**config.mk**
```make
export PLATFORM = sky130hd
export DESIGN_NAME = kl_divergence_accumulator_core
export DESIGN_NICKNAME = d
export VERILOG_FILES = /design/src/hw/rtl/kla_pkg.sv /design/src/hw/rtl/kl_divergence_accumulator_core.sv
export SDC_FILE = /design/constraint.sdc
export NUM_CORES = 2
export LEC_CHECK = 0
export BUFFER_PORTS_ARGS = -buffer_cell sky130_fd_sc_hd__buf_4
export CORE_MARGIN = 10
export CORE_UTILIZATION = 51
export DETAILED_ROUTE_END_ITERATION = 16
export GPL_TIMING_DRIVEN = 0
export PLACE_DENSITY_LB_ADDON = 0.05
export SLEW_MARGIN = 20
export SYNTH_ARGS = -nofsm -noshare
export SYNTH_HDL_FRONTEND = slang
export SYNTH_SLANG_ARGS = --single-unit
```
**constraint.sdc**
```tcl
create_clock -name clk -period 10.3 [get_ports clk]
set_clock_uncertainty 0.2 [all_clocks]
set_input_delay 1.545 -clock clk [delete_from_list [all_inputs] [get_ports clk]]
set_output_delay 1.545 -clock clk [all_outputs]
set_load 0.01 [all_outputs]
```
**src/hw/rtl/kla_pkg.sv**
```systemverilog
package kla_pkg;

    // Fixed-point formats of the probabilities and of the divergence sum.
    localparam int PROB_FRAC_BITS = 16;
    localparam int SUM_FRAC_BITS  = 16;
    localparam int PROB_W         = PROB_FRAC_BITS + 1;
    localparam int SUM_W          = 32;

    // Logarithm unit: signed Q.24 result, Q1.30 mantissa.
    localparam int LOG_FRAC  = 24;
    localparam int LOG_INT_W = 6;
    localparam int LOG_W     = LOG_INT_W + LOG_FRAC;
    localparam int MANT_FRAC = 30;
    localparam int MANT_W    = MANT_FRAC + 1;
    localparam int E_W       = $clog2(PROB_W);
    localparam int SH_W      = $clog2(MANT_FRAC + 1);
    localparam int CNT_W     = $clog2(LOG_FRAC);

    // Shared multiplier and the product chain behind it.
    localparam int MUL_W = 32;
    localparam logic [MUL_W-1:0] LN2_Q32 = 32'd2977044472;
    localparam int LN_W        = 38;
    localparam int HI_W        = 32;
    localparam int ROUND_SHIFT = PROB_FRAC_BITS + 32 - SUM_FRAC_BITS;
    localparam int TERM_W      = 2 * MUL_W - ROUND_SHIFT;
    localparam int ACC_W       = ((TERM_W > SUM_W) ? TERM_W : SUM_W) + 2;

    // One probability pair.
    typedef struct packed {
        logic [PROB_W-1:0] p_value;
        logic [PROB_W-1:0] q_value;
        logic              last_element;
    } kla_in_t;

    // One divergence result.
    typedef struct packed {
        logic signed [SUM_W-1:0] kl_sum;
        logic                    error_flag;
    } kla_out_t;

endpackage

```
**src/hw/rtl/kl_divergence_accumulator_core.sv**
```systemverilog
// Channel | Direction | Signals                        | Beat
// --------+-----------+--------------------------------+-------------------------------
// in      | input     | in_valid, in_ready, in_data    | one (p, q, last) pair
// out     | output    | out_valid, out_ready, out_data | divergence sum and error flag
//
// A pair with p and q both above zero runs from its beat to the next ready cycle through
// the beat cycle, then two logarithms of 24 squaring steps each on the one
// shared 32x32 multiplier, plus normalize, difference, ln 2 scaling, two partial
// products, rounding, accumulation and finish steps. A pair with p zero, or with
// q zero, goes from the beat cycle straight to the finish step.
// Reset clears the sum, the error flag and the output register at once.
// A last pair waits in its finish step while an earlier result is not taken.
module kl_divergence_accumulator_core (
    input  logic               clk,
    input  logic               rst_n,
    input  logic               in_valid,
    output logic               in_ready,
    input  kla_pkg::kla_in_t   in_data,
    output logic               out_valid,
    input  logic               out_ready,
    output kla_pkg::kla_out_t  out_data
);
    import kla_pkg::*;

    typedef enum logic [3:0] {
        S_IDLE,
        S_NORM,
        S_SQ,
        S_DIFF,
        S_LN,
        S_PLO,
        S_PHI,
        S_RND,
        S_ACC,
        S_FIN
    } state_t;

    localparam logic signed [ACC_W-1:0] ACC_MAX = ACC_W'(2147483647);
    localparam logic signed [ACC_W-1:0] ACC_MIN = -ACC_MAX - 1;
    localparam logic [2*MUL_W-1:0]      HALF    = (2*MUL_W)'(1) << (ROUND_SHIFT - 1);

    state_t                    state_reg;
    logic [PROB_W-1:0]         p_reg;
    logic [PROB_W-1:0]         q_reg;
    logic                      last_reg;
    logic                      op_q_reg;
    logic [E_W-1:0]            e_reg;
    logic [MANT_W-1:0]         m_reg;
    logic [LOG_FRAC-1:0]       frac_reg;
    logic [CNT_W-1:0]          cnt_reg;
    logic signed [LOG_W-1:0]   lp_reg;
    logic signed [LOG_W-1:0]   lq_reg;
    logic                      neg_reg;
    logic [LOG_W-1:0]          mag_reg;
    logic [LN_W-1:0]           ln_reg;
    logic [2*MUL_W-1:0]        prod_lo_reg;
    logic [HI_W-1:0]           prod_hi_reg;
    logic [TERM_W-1:0]         term_reg;
    logic signed [SUM_W-1:0]   sum_reg;
    logic                      sticky_reg;
    logic                      out_valid_reg;
    kla_out_t                  out_data_reg;

    logic [MUL_W-1:0]          mul_a;
    logic [MUL_W-1:0]          mul_b;
    logic [2*MUL_W-1:0]        mul_p;
    logic [PROB_W-1:0]         norm_x;
    logic [E_W-1:0]            e_next;
    logic [MANT_W-1:0]         m_init;
    logic [MANT_W:0]           sq;
    logic [MANT_W-1:0]         m_next;
    logic [LOG_FRAC-1:0]       frac_next;
    logic signed [LOG_INT_W-1:0] log_int;
    logic signed [LOG_W-1:0]   log_next;
    logic signed [LOG_W:0]     diff;
    logic [2*MUL_W-1:0]        prod_rnd;
    logic signed [ACC_W-1:0]   acc;
    logic signed [SUM_W-1:0]   sum_next;
    logic                      out_free;
    logic                      out_load;

    // Position of the leading one; the operand is known to be nonzero.
    function automatic logic [E_W-1:0] msb_pos(input logic [PROB_W-1:0] x);
        logic [E_W-1:0] pos;
        pos = '0;
        for (int b = 0; b < PROB_W; b++)
        begin
            if (x[b])
            begin
                pos = E_W'(b);
            end
        end
        return pos;
    endfunction

    // Operand selection for the shared multiplier.
    always_comb
    begin
        unique case (state_reg)
            S_SQ:
            begin
                mul_a = MUL_W'(m_reg);
                mul_b = MUL_W'(m_reg);
            end
            S_LN:
            begin
                mul_a = MUL_W'(mag_reg);
                mul_b = LN2_Q32;
            end
            S_PLO:
            begin
                mul_a = MUL_W'(p_reg);
                mul_b = ln_reg[MUL_W-1:0];
            end
            S_PHI:
            begin
                mul_a = MUL_W'(p_reg);
                mul_b = MUL_W'(ln_reg[LN_W-1:MUL_W]);
            end
            default:
            begin
                mul_a = '0;
                mul_b = '0;
            end
        endcase
    end

    assign mul_p = (2*MUL_W)'(mul_a) * (2*MUL_W)'(mul_b);

    // Mantissa normalization to Q1.30.
    assign norm_x = op_q_reg ? q_reg : p_reg;
    assign e_next = msb_pos(norm_x);
    assign m_init = MANT_W'(norm_x) << (SH_W'(MANT_FRAC) - SH_W'(e_next));

    // One squaring step: a square at or above two yields a one and is halved.
    assign sq        = mul_p[MANT_FRAC +: MANT_W + 1];
    assign m_next    = sq[MANT_W] ? sq[MANT_W:1] : sq[MANT_W-1:0];
    assign frac_next = {frac_reg[LOG_FRAC-2:0], sq[MANT_W]};
    assign log_int   = LOG_INT_W'(e_reg) - LOG_INT_W'(PROB_FRAC_BITS);
    assign log_next  = $signed({log_int, frac_next});

    // Log difference, rounding and saturating accumulation.
    assign diff     = (LOG_W+1)'(lp_reg) - (LOG_W+1)'(lq_reg);
    assign prod_rnd = prod_lo_reg + {prod_hi_reg, (2*MUL_W-HI_W)'(0)} + HALF;

    always_comb
    begin
        logic signed [ACC_W-1:0] sum_ext;
        logic signed [ACC_W-1:0] term_ext;
        sum_ext  = ACC_W'(sum_reg);
        term_ext = $signed({(ACC_W-TERM_W)'(0), term_reg});
        acc      = neg_reg ? sum_ext - term_ext : sum_ext + term_ext;
        priority if (acc > ACC_MAX)
        begin
            sum_next = SUM_W'(ACC_MAX);
        end
        else if (acc < ACC_MIN)
        begin
            sum_next = SUM_W'(ACC_MIN);
        end
        else
        begin
            sum_next = acc[SUM_W-1:0];
        end
    end

    assign out_free = !out_valid_reg || out_ready;
    assign out_load = (state_reg == S_FIN) && last_reg && out_free;

    // Sequencer, datapath registers and the output register.
    always_ff @(posedge clk or negedge rst_n)
    begin
        if (!rst_n)
        begin
            state_reg     <= S_IDLE;
            p_reg         <= '0;
            q_reg         <= '0;
            last_reg      <= 1'b0;
            op_q_reg      <= 1'b0;
            e_reg         <= '0;
            m_reg         <= '0;
            frac_reg      <= '0;
            cnt_reg       <= '0;
            lp_reg        <= '0;
            lq_reg        <= '0;
            neg_reg       <= 1'b0;
            mag_reg       <= '0;
            ln_reg        <= '0;
            prod_lo_reg   <= '0;
            prod_hi_reg   <= '0;
            term_reg      <= '0;
            sum_reg       <= '0;
            sticky_reg    <= 1'b0;
            out_valid_reg <= 1'b0;
            out_data_reg  <= '0;
        end
        else
        begin
            // A new result replaces the one taken in the same cycle.
            if (out_load)
            begin
                out_valid_reg <= 1'b1;
            end
            else if (out_valid_reg && out_ready)
            begin
                out_valid_reg <= 1'b0;
            end

            unique case (state_reg)
                S_IDLE:
                begin
                    if (in_valid)
                    begin
                        p_reg    <= in_data.p_value;
                        q_reg    <= in_data.q_value;
                        last_reg <= in_data.last_element;
                        op_q_reg <= 1'b0;
                        if (in_data.p_value == '0)
                        begin
                            state_reg <= S_FIN;
                        end
                        else if (in_data.q_value == '0)
                        begin
                            sticky_reg <= 1'b1;
                            state_reg  <= S_FIN;
                        end
                        else
                        begin
                            state_reg <= S_NORM;
                        end
                    end
                end
                S_NORM:
                begin
                    e_reg     <= e_next;
                    m_reg     <= m_init;
                    frac_reg  <= '0;
                    cnt_reg   <= '0;
                    state_reg <= S_SQ;
                end
                S_SQ:
                begin
                    m_reg    <= m_next;
                    frac_reg <= frac_next;
                    cnt_reg  <= cnt_reg + 1'b1;
                    if (cnt_reg == CNT_W'(LOG_FRAC - 1))
                    begin
                        if (!op_q_reg)
                        begin
                            lp_reg    <= log_next;
                            op_q_reg  <= 1'b1;
                            state_reg <= S_NORM;
                        end
                        else
                        begin
                            lq_reg    <= log_next;
                            state_reg <= S_DIFF;
                        end
                    end
                end
                S_DIFF:
                begin
                    neg_reg   <= diff[LOG_W];
                    mag_reg   <= diff[LOG_W] ? LOG_W'(-diff) : diff[LOG_W-1:0];
                    state_reg <= S_LN;
                end
                S_LN:
                begin
                    ln_reg    <= mul_p[LOG_FRAC +: LN_W];
                    state_reg <= S_PLO;
                end
                S_PLO:
                begin
                    prod_lo_reg <= mul_p;
                    state_reg   <= S_PHI;
                end
                S_PHI:
                begin
                    prod_hi_reg <= mul_p[HI_W-1:0];
                    state_reg   <= S_RND;
                end
                S_RND:
                begin
                    term_reg  <= TERM_W'(prod_rnd >> ROUND_SHIFT);
                    state_reg <= S_ACC;
                end
                S_ACC:
                begin
                    sum_reg   <= sum_next;
                    state_reg <= S_FIN;
                end
                S_FIN:
                begin
                    if (!last_reg)
                    begin
                        state_reg <= S_IDLE;
                    end
                    else if (out_free)
                    begin
                        out_data_reg.kl_sum     <= sum_reg;
                        out_data_reg.error_flag <= sticky_reg;
                        sum_reg                 <= '0;
                        sticky_reg              <= 1'b0;
                        state_reg               <= S_IDLE;
                    end
                end
                default:
                begin
                    state_reg <= S_IDLE;
                end
            endcase
        end
    end

    assign in_ready  = (state_reg == S_IDLE);
    assign out_valid = out_valid_reg;
    assign out_data  = out_data_reg;

endmodule

```
---- Word level (Yosys, flattened, before mapping) ----
Cells that the tools add are included.
storage, ports and cells
  logic and storage cells ................. 124
  flip-flop bits (word level) ............. 428
  input bits .............................. 39
operators by class
  reduce and logical (&&, ||, !) cells .... 22
  bitwise gates (word level) .............. 1
  equal/unequal tests ..................... 17
  add/subtract/negate cells ............... 9
  muxes and demuxes ....................... 49
  $mul .................................... 1
  order comparisons ....................... 2
  shifts and indexed selects .............. 1
operators by type and width
  kind                    number
  $mux 32                 4
  $pmux 32 s4             1
  $pmux 31 s3             1
  $mux 5                  15
  $add 64x32->64 const B  1
  $add 64x64->64          1
  $mul 32x32->64          1
  $pmux 32 s2             1
  $pmux 31 s2             1
  $pmux 23 s2             1
  $pmux 4 s10             1
  $add 32x33->34          1
  $gt 34x32->1 const B    1
  $logic_not 17->1        2
  $lt 34x32->1 const B    1
  $mux 34                 1
  $sub 32x33->34          1
  $mux 31                 1
  $shl 17x5->31           1
  $sub 30x30->31          1
  $mux 30                 1
  $neg 30->30             1
  $mux 4                  6
  $reduce_and 3->1        6
  other kinds (25)        50

---- Longest topological paths before layout ----
  depth after elaboration ................. 20
  depth in mapped cells ................... 41
  depth with buffers taken out ............ 33

---- Least setup slack after synthesis ----
No wires, ideal clock.
  kind .................................... register to register
  start point ............................. reg state_reg[3]
  end point ............................... reg m_reg[18]
  data required time ...................... 10,035 ps
  library setup time ...................... 65 ps
  cell stages (with the launch flop) ...... 37
  path slack .............................. 691 ps
  data arrival time ....................... 9,345 ps
  cell sequence ........................... dfrtp_1 -> clkbuf_1 -> nand2b_1 -> clkbuf_1 -> nor3_1 -> clkbuf_1 -> clkbuf_1 -> buf_1 -> nand2_1 -> nand2_1 -> clkbuf_1 -> nand2_1 -> fa_1 -> inv_1 -> fa_1 -> fa_1 -> fa_1 -> fa_1 -> fa_1 -> fa_1 -> inv_1 -> fa_1 -> inv_1 -> ha_1 -> clkbuf_1 -> a21oi_1 -> o21ai_1 -> a221o_1 -> a31oi_1 -> o21ai_0 -> o211ai_1 -> a21boi_0 -> o31ai_1 -> buf_2 -> mux2_2 -> a21oi_1 -> o22a_1
on the way
  longest elaborated chain between the ends .. 6
ends and longest elaborated chain
  element                    RTL line                               RTL
  start: declaration         kl_divergence_accumulator_core.sv:42   state_t state_reg;
  start signal: assignment   kl_divergence_accumulator_core.sv:175  state_reg <= S_IDLE;
  start signal: assignment   kl_divergence_accumulator_core.sv:220  state_reg <= S_FIN;
  start signal: assignment   kl_divergence_accumulator_core.sv:225  state_reg <= S_FIN;
  $eq 4x3->1                 kl_divergence_accumulator_core.sv:99   unique case (state_reg)
  $reduce_or 2->1 (no line)  -
  $pmux 31 s3                kl_divergence_accumulator_core.sv:99
  $mul 32x32->64             kl_divergence_accumulator_core.sv:128  assign mul_p = (2*MUL_W)'(mul_a) * (2*MUL_W)'(mul_b);
  $mux 31                    kl_divergence_accumulator_core.sv:137  assign m_next = sq[MANT_W] ? sq[MANT_W:1] : sq[MANT_W-1:0];
  $pmux 31 s2                kl_divergence_accumulator_core.sv:209  unique case (state_reg)
  end signal: assignment     kl_divergence_accumulator_core.sv:236  m_reg <= m_init;
  end signal: assignment     kl_divergence_accumulator_core.sv:243  m_reg <= m_next;
  end: declaration           kl_divergence_accumulator_core.sv:48   logic [MANT_W-1:0] m_reg;
Parallel ways exist; a longest one is shown, timed or not.
A chain may end at the register's enable or synchronous reset.

---- Worst setup path in the final report ----
  start point ............................. reg state_reg[3]
  end point ............................... reg m_reg[21]
The elaborated chain is that of the path after synthesis.

==> metrics.txt <==
number of synthesized register bits 395; H-tree depth 2; sequential cell area fraction in the yosys report 18.1%; leakage power 0.0296 uW; CP peak stage delay 0.75 ns; Via-to-Cell Ratio 5.90; CP delay by family, top adder cells; non-filler cells, final 7,689; pin count of the biggest net entering global routing 96; CP Capture Type flip-flop; nets 7,535; Chip Width 347 microns; Worst-path clk slew 0.07 ns; RD Place Congestion 1.01; routed wire length 201 mm; TritonCTS clock tree built; # DRC 0; antenna violations before repair 11; Sum Neg Setup Slack 0 ns; synth top area cells fa_1, dfrtp_1, ha_1, nand2_1, inv_1; total gr overflow 0; footprint of the multi-input gates 40,800 sq um; CTS Buf Count 39; crit path DAT 10.40 ns; final setup vio count 0; vias in the first global route 45,900; Cell Rows 119; synthesized area 54,500 sq um; Max Transition Viols Final 0; number of flip-flops in the largest register 38; Yosys top cell area share 32.0%; CTS Buffer Depth 3; DR pass1 iterations 6; Register Area 9890 sq um; initial drt markers 4,404; status finished clean; Synth Flop Type dfrtp_1; synthesized area per cell 8.92 sq um; synth unique cells 91; final instance area 60,100 sq um; first-pass GRT wire length 298 mm; die area 120,000 sq um; post-synth top area cell fa_1; class of the most critical setup path flip-flop to flip-flop; Detailed Place HPWL 167 mm; WL per Instance 26.2 microns; Hold Fails Final Rpt 0; Fmax 98.4 MHz; dpl cells 7,601; TritonCTS Sinks 395; Pwr Density 87.8 nW/um^2; placed cell area 57,300 sq um; crit path max fanout 10; Worst IR Drop VDD 173 uV; Buf/Inv on CP 5; period utilisation layout 98.7%; share of flip-flops with an asynchronous set or reset 100%; min Tclk post-route 10.16 ns; # hold bufs at CTS 0; Filler cells 9,925; Crit-path slowest cell clkbuf_1; share of cells above drive strength 1 10.8%; Yosys warning total 0; Hold WC Path Type flip-flop to flip-flop; Max-slew headroom 20.6%; area grow syn2layout 10.4%; initial core utilization 51.5%; EDFF count, synth 0; Placeable Area 106,000 sq um; Routed Antenna Nets 0; kind of start point of the critical path flip-flop; Worst path most repeated cell fa_1; Critical Path RT 10.54 ns; Worst-Margin Slew 1.18 ns; vias 45,400; Syn Inst Count 6,111; gr usage total 33.2%; number of I/O pins 74; CTS Root Cell clkbuf_16; worst skew pair latency 0.58 ns; PortBufs 73; Die Height 347 microns; Max Cap Viol 0
==> cell usage in the layout, fill, tap and decap left out, types with 58 or more instances in the layout <==
cell	netlist	final
inv_1	944	943
nand2_1	959	934
fa_1	870	870
nor2_1	595	586
dfrtp_1	395	393
ha_1	359	354
o21ai_0	288	284
a21oi_1	195	186
buf_4	5	135
mux2_2	122	122
clkbuf_1	258	114
xnor2_1	122	112
a21o_1	101	97
xor2_1	69	61
nor3_1	66	58
==> cells by family (layout without fill, tap and decap cells) <==
family	Yosys count	after routing	synth area share (%)
other cells	1	5	0.00688
flops	395	395	18.1
xor+xnor	191	191	3.07
compound gates	944	944	11.3
fa+ha+maj	1229	1229	40.2
buf+inv	1247	1430	8.67
simple gates	1926	1926	14.9
mux	178	178	3.74
==> worst min-delay path, cell delays in order, from the launching register on <==
cell     delay [ns]
dfrtp_1        0.34
nand2_1        0.05
o21ai_0        0.06
==> final timing paths <==
path / startpoint / to / slack [ns] / depth (start not counted)
worst min-delay path: mag_reg[17]$_DFFE_PN0N_ / mag_reg[17]$_DFFE_PN0N_ / 0.28 / 2
min in group asynchronous: rst_n / out_data[10]$_DFFE_PN0P_ / 0.69 / 1
worst max-delay path: state_reg[3]$_DFFE_PN0P_ / m_reg[21]$_DFFE_PN0P_ / 0.14 / 29
max in group asynchronous: rst_n / lq_reg[22]$_DFFE_PN0P_ / 7.94 / 3
worst min register to register: mag_reg[17]$_DFFE_PN0N_ / mag_reg[17]$_DFFE_PN0N_ / 0.28 / 2
worst max register to register: state_reg[3]$_DFFE_PN0P_ / m_reg[21]$_DFFE_PN0P_ / 0.14 / 29
==> where the power goes <==
group	switching, uW	internal, uW
Sequential	193	1770
Clock	657	858
Combinational	1070	739
==> routing by layer <==
metal / GRT usage [%] / vias up / part of all wire (%)
li1: - / 19800 / -
met1: 44.8 / 23000 / 41
met2: 51.0 / 2041 / 44
met3: 8.08 / 458 / 10
met4: 13.3 / 6 / 5.1
met5: 0 / - / 0.018
==> synth_stat cells, types with 8 or more instances <==
library cell,count
nor3b_1,11
a31oi_1,22
nor2b_1,24
nand2b_1,47
mux2_2,122
xnor2_1,122
and2_1,28
and4_1,9
nand4_1,29
a221oi_1,22
inv_1,944
or2_2,12
o21ai_1,10
and3_1,33
buf_1,23
nand3_1,53
mux2i_1,47
nand2_1,959
a211oi_1,19
o21ai_0,288
a22oi_1,20
buf_2,15
nor4_1,15
a221o_1,44
or4_1,9
o211ai_1,15
fa_1,870
o21a_1,29
ha_1,359
a21oi_1,195
xor2_1,69
a21o_1,101
o21bai_1,22
o31ai_1,19
clkbuf_1,258
mux4_2,8
o22ai_1,16
a22o_1,32
dfrtp_1,395
nor3_1,66
nor2_1,595
or3_1,18
==> through the flow <==
step / setup WS, ns / utilization, % / power (uW) / hold slack, ns
floorplan: 0.691 / - / 3250 / 0.242
global placement: -3.82 / 53.7 / 3720 / 0.264
detailed placement: -3.01 / 54.2 / 3760 / 0.266
CTS: -0.0237 / 56.4 / 5300 / 0.281
global route: -0.0403 / 56.9 / 5600 / 0.307
finish: 0.138 / 56.9 / 5280 / 0.281
==> final cells by class <==
type                       count  share of cell area (%)
clock buffer                  55                    1.91
sequential                   395                    16.4
antenna                        3                  0.0125
multi-input combinational   4470                    67.8
timing repair buffer         142                    2.04
inverter                     945                    5.90
clock inverter                14                   0.285
buffer                       274                    2.70
tap                         1391                    2.89
==> repair_timing <==
action,CTS,global route
pin swaps,13,13
gates resized for setup,339,144
endpoints found under the hold margin,0,0
setup endpoints to repair,118,75
buffers inserted,24,20
Note: power is estimated with default switching activity, not from simulation.
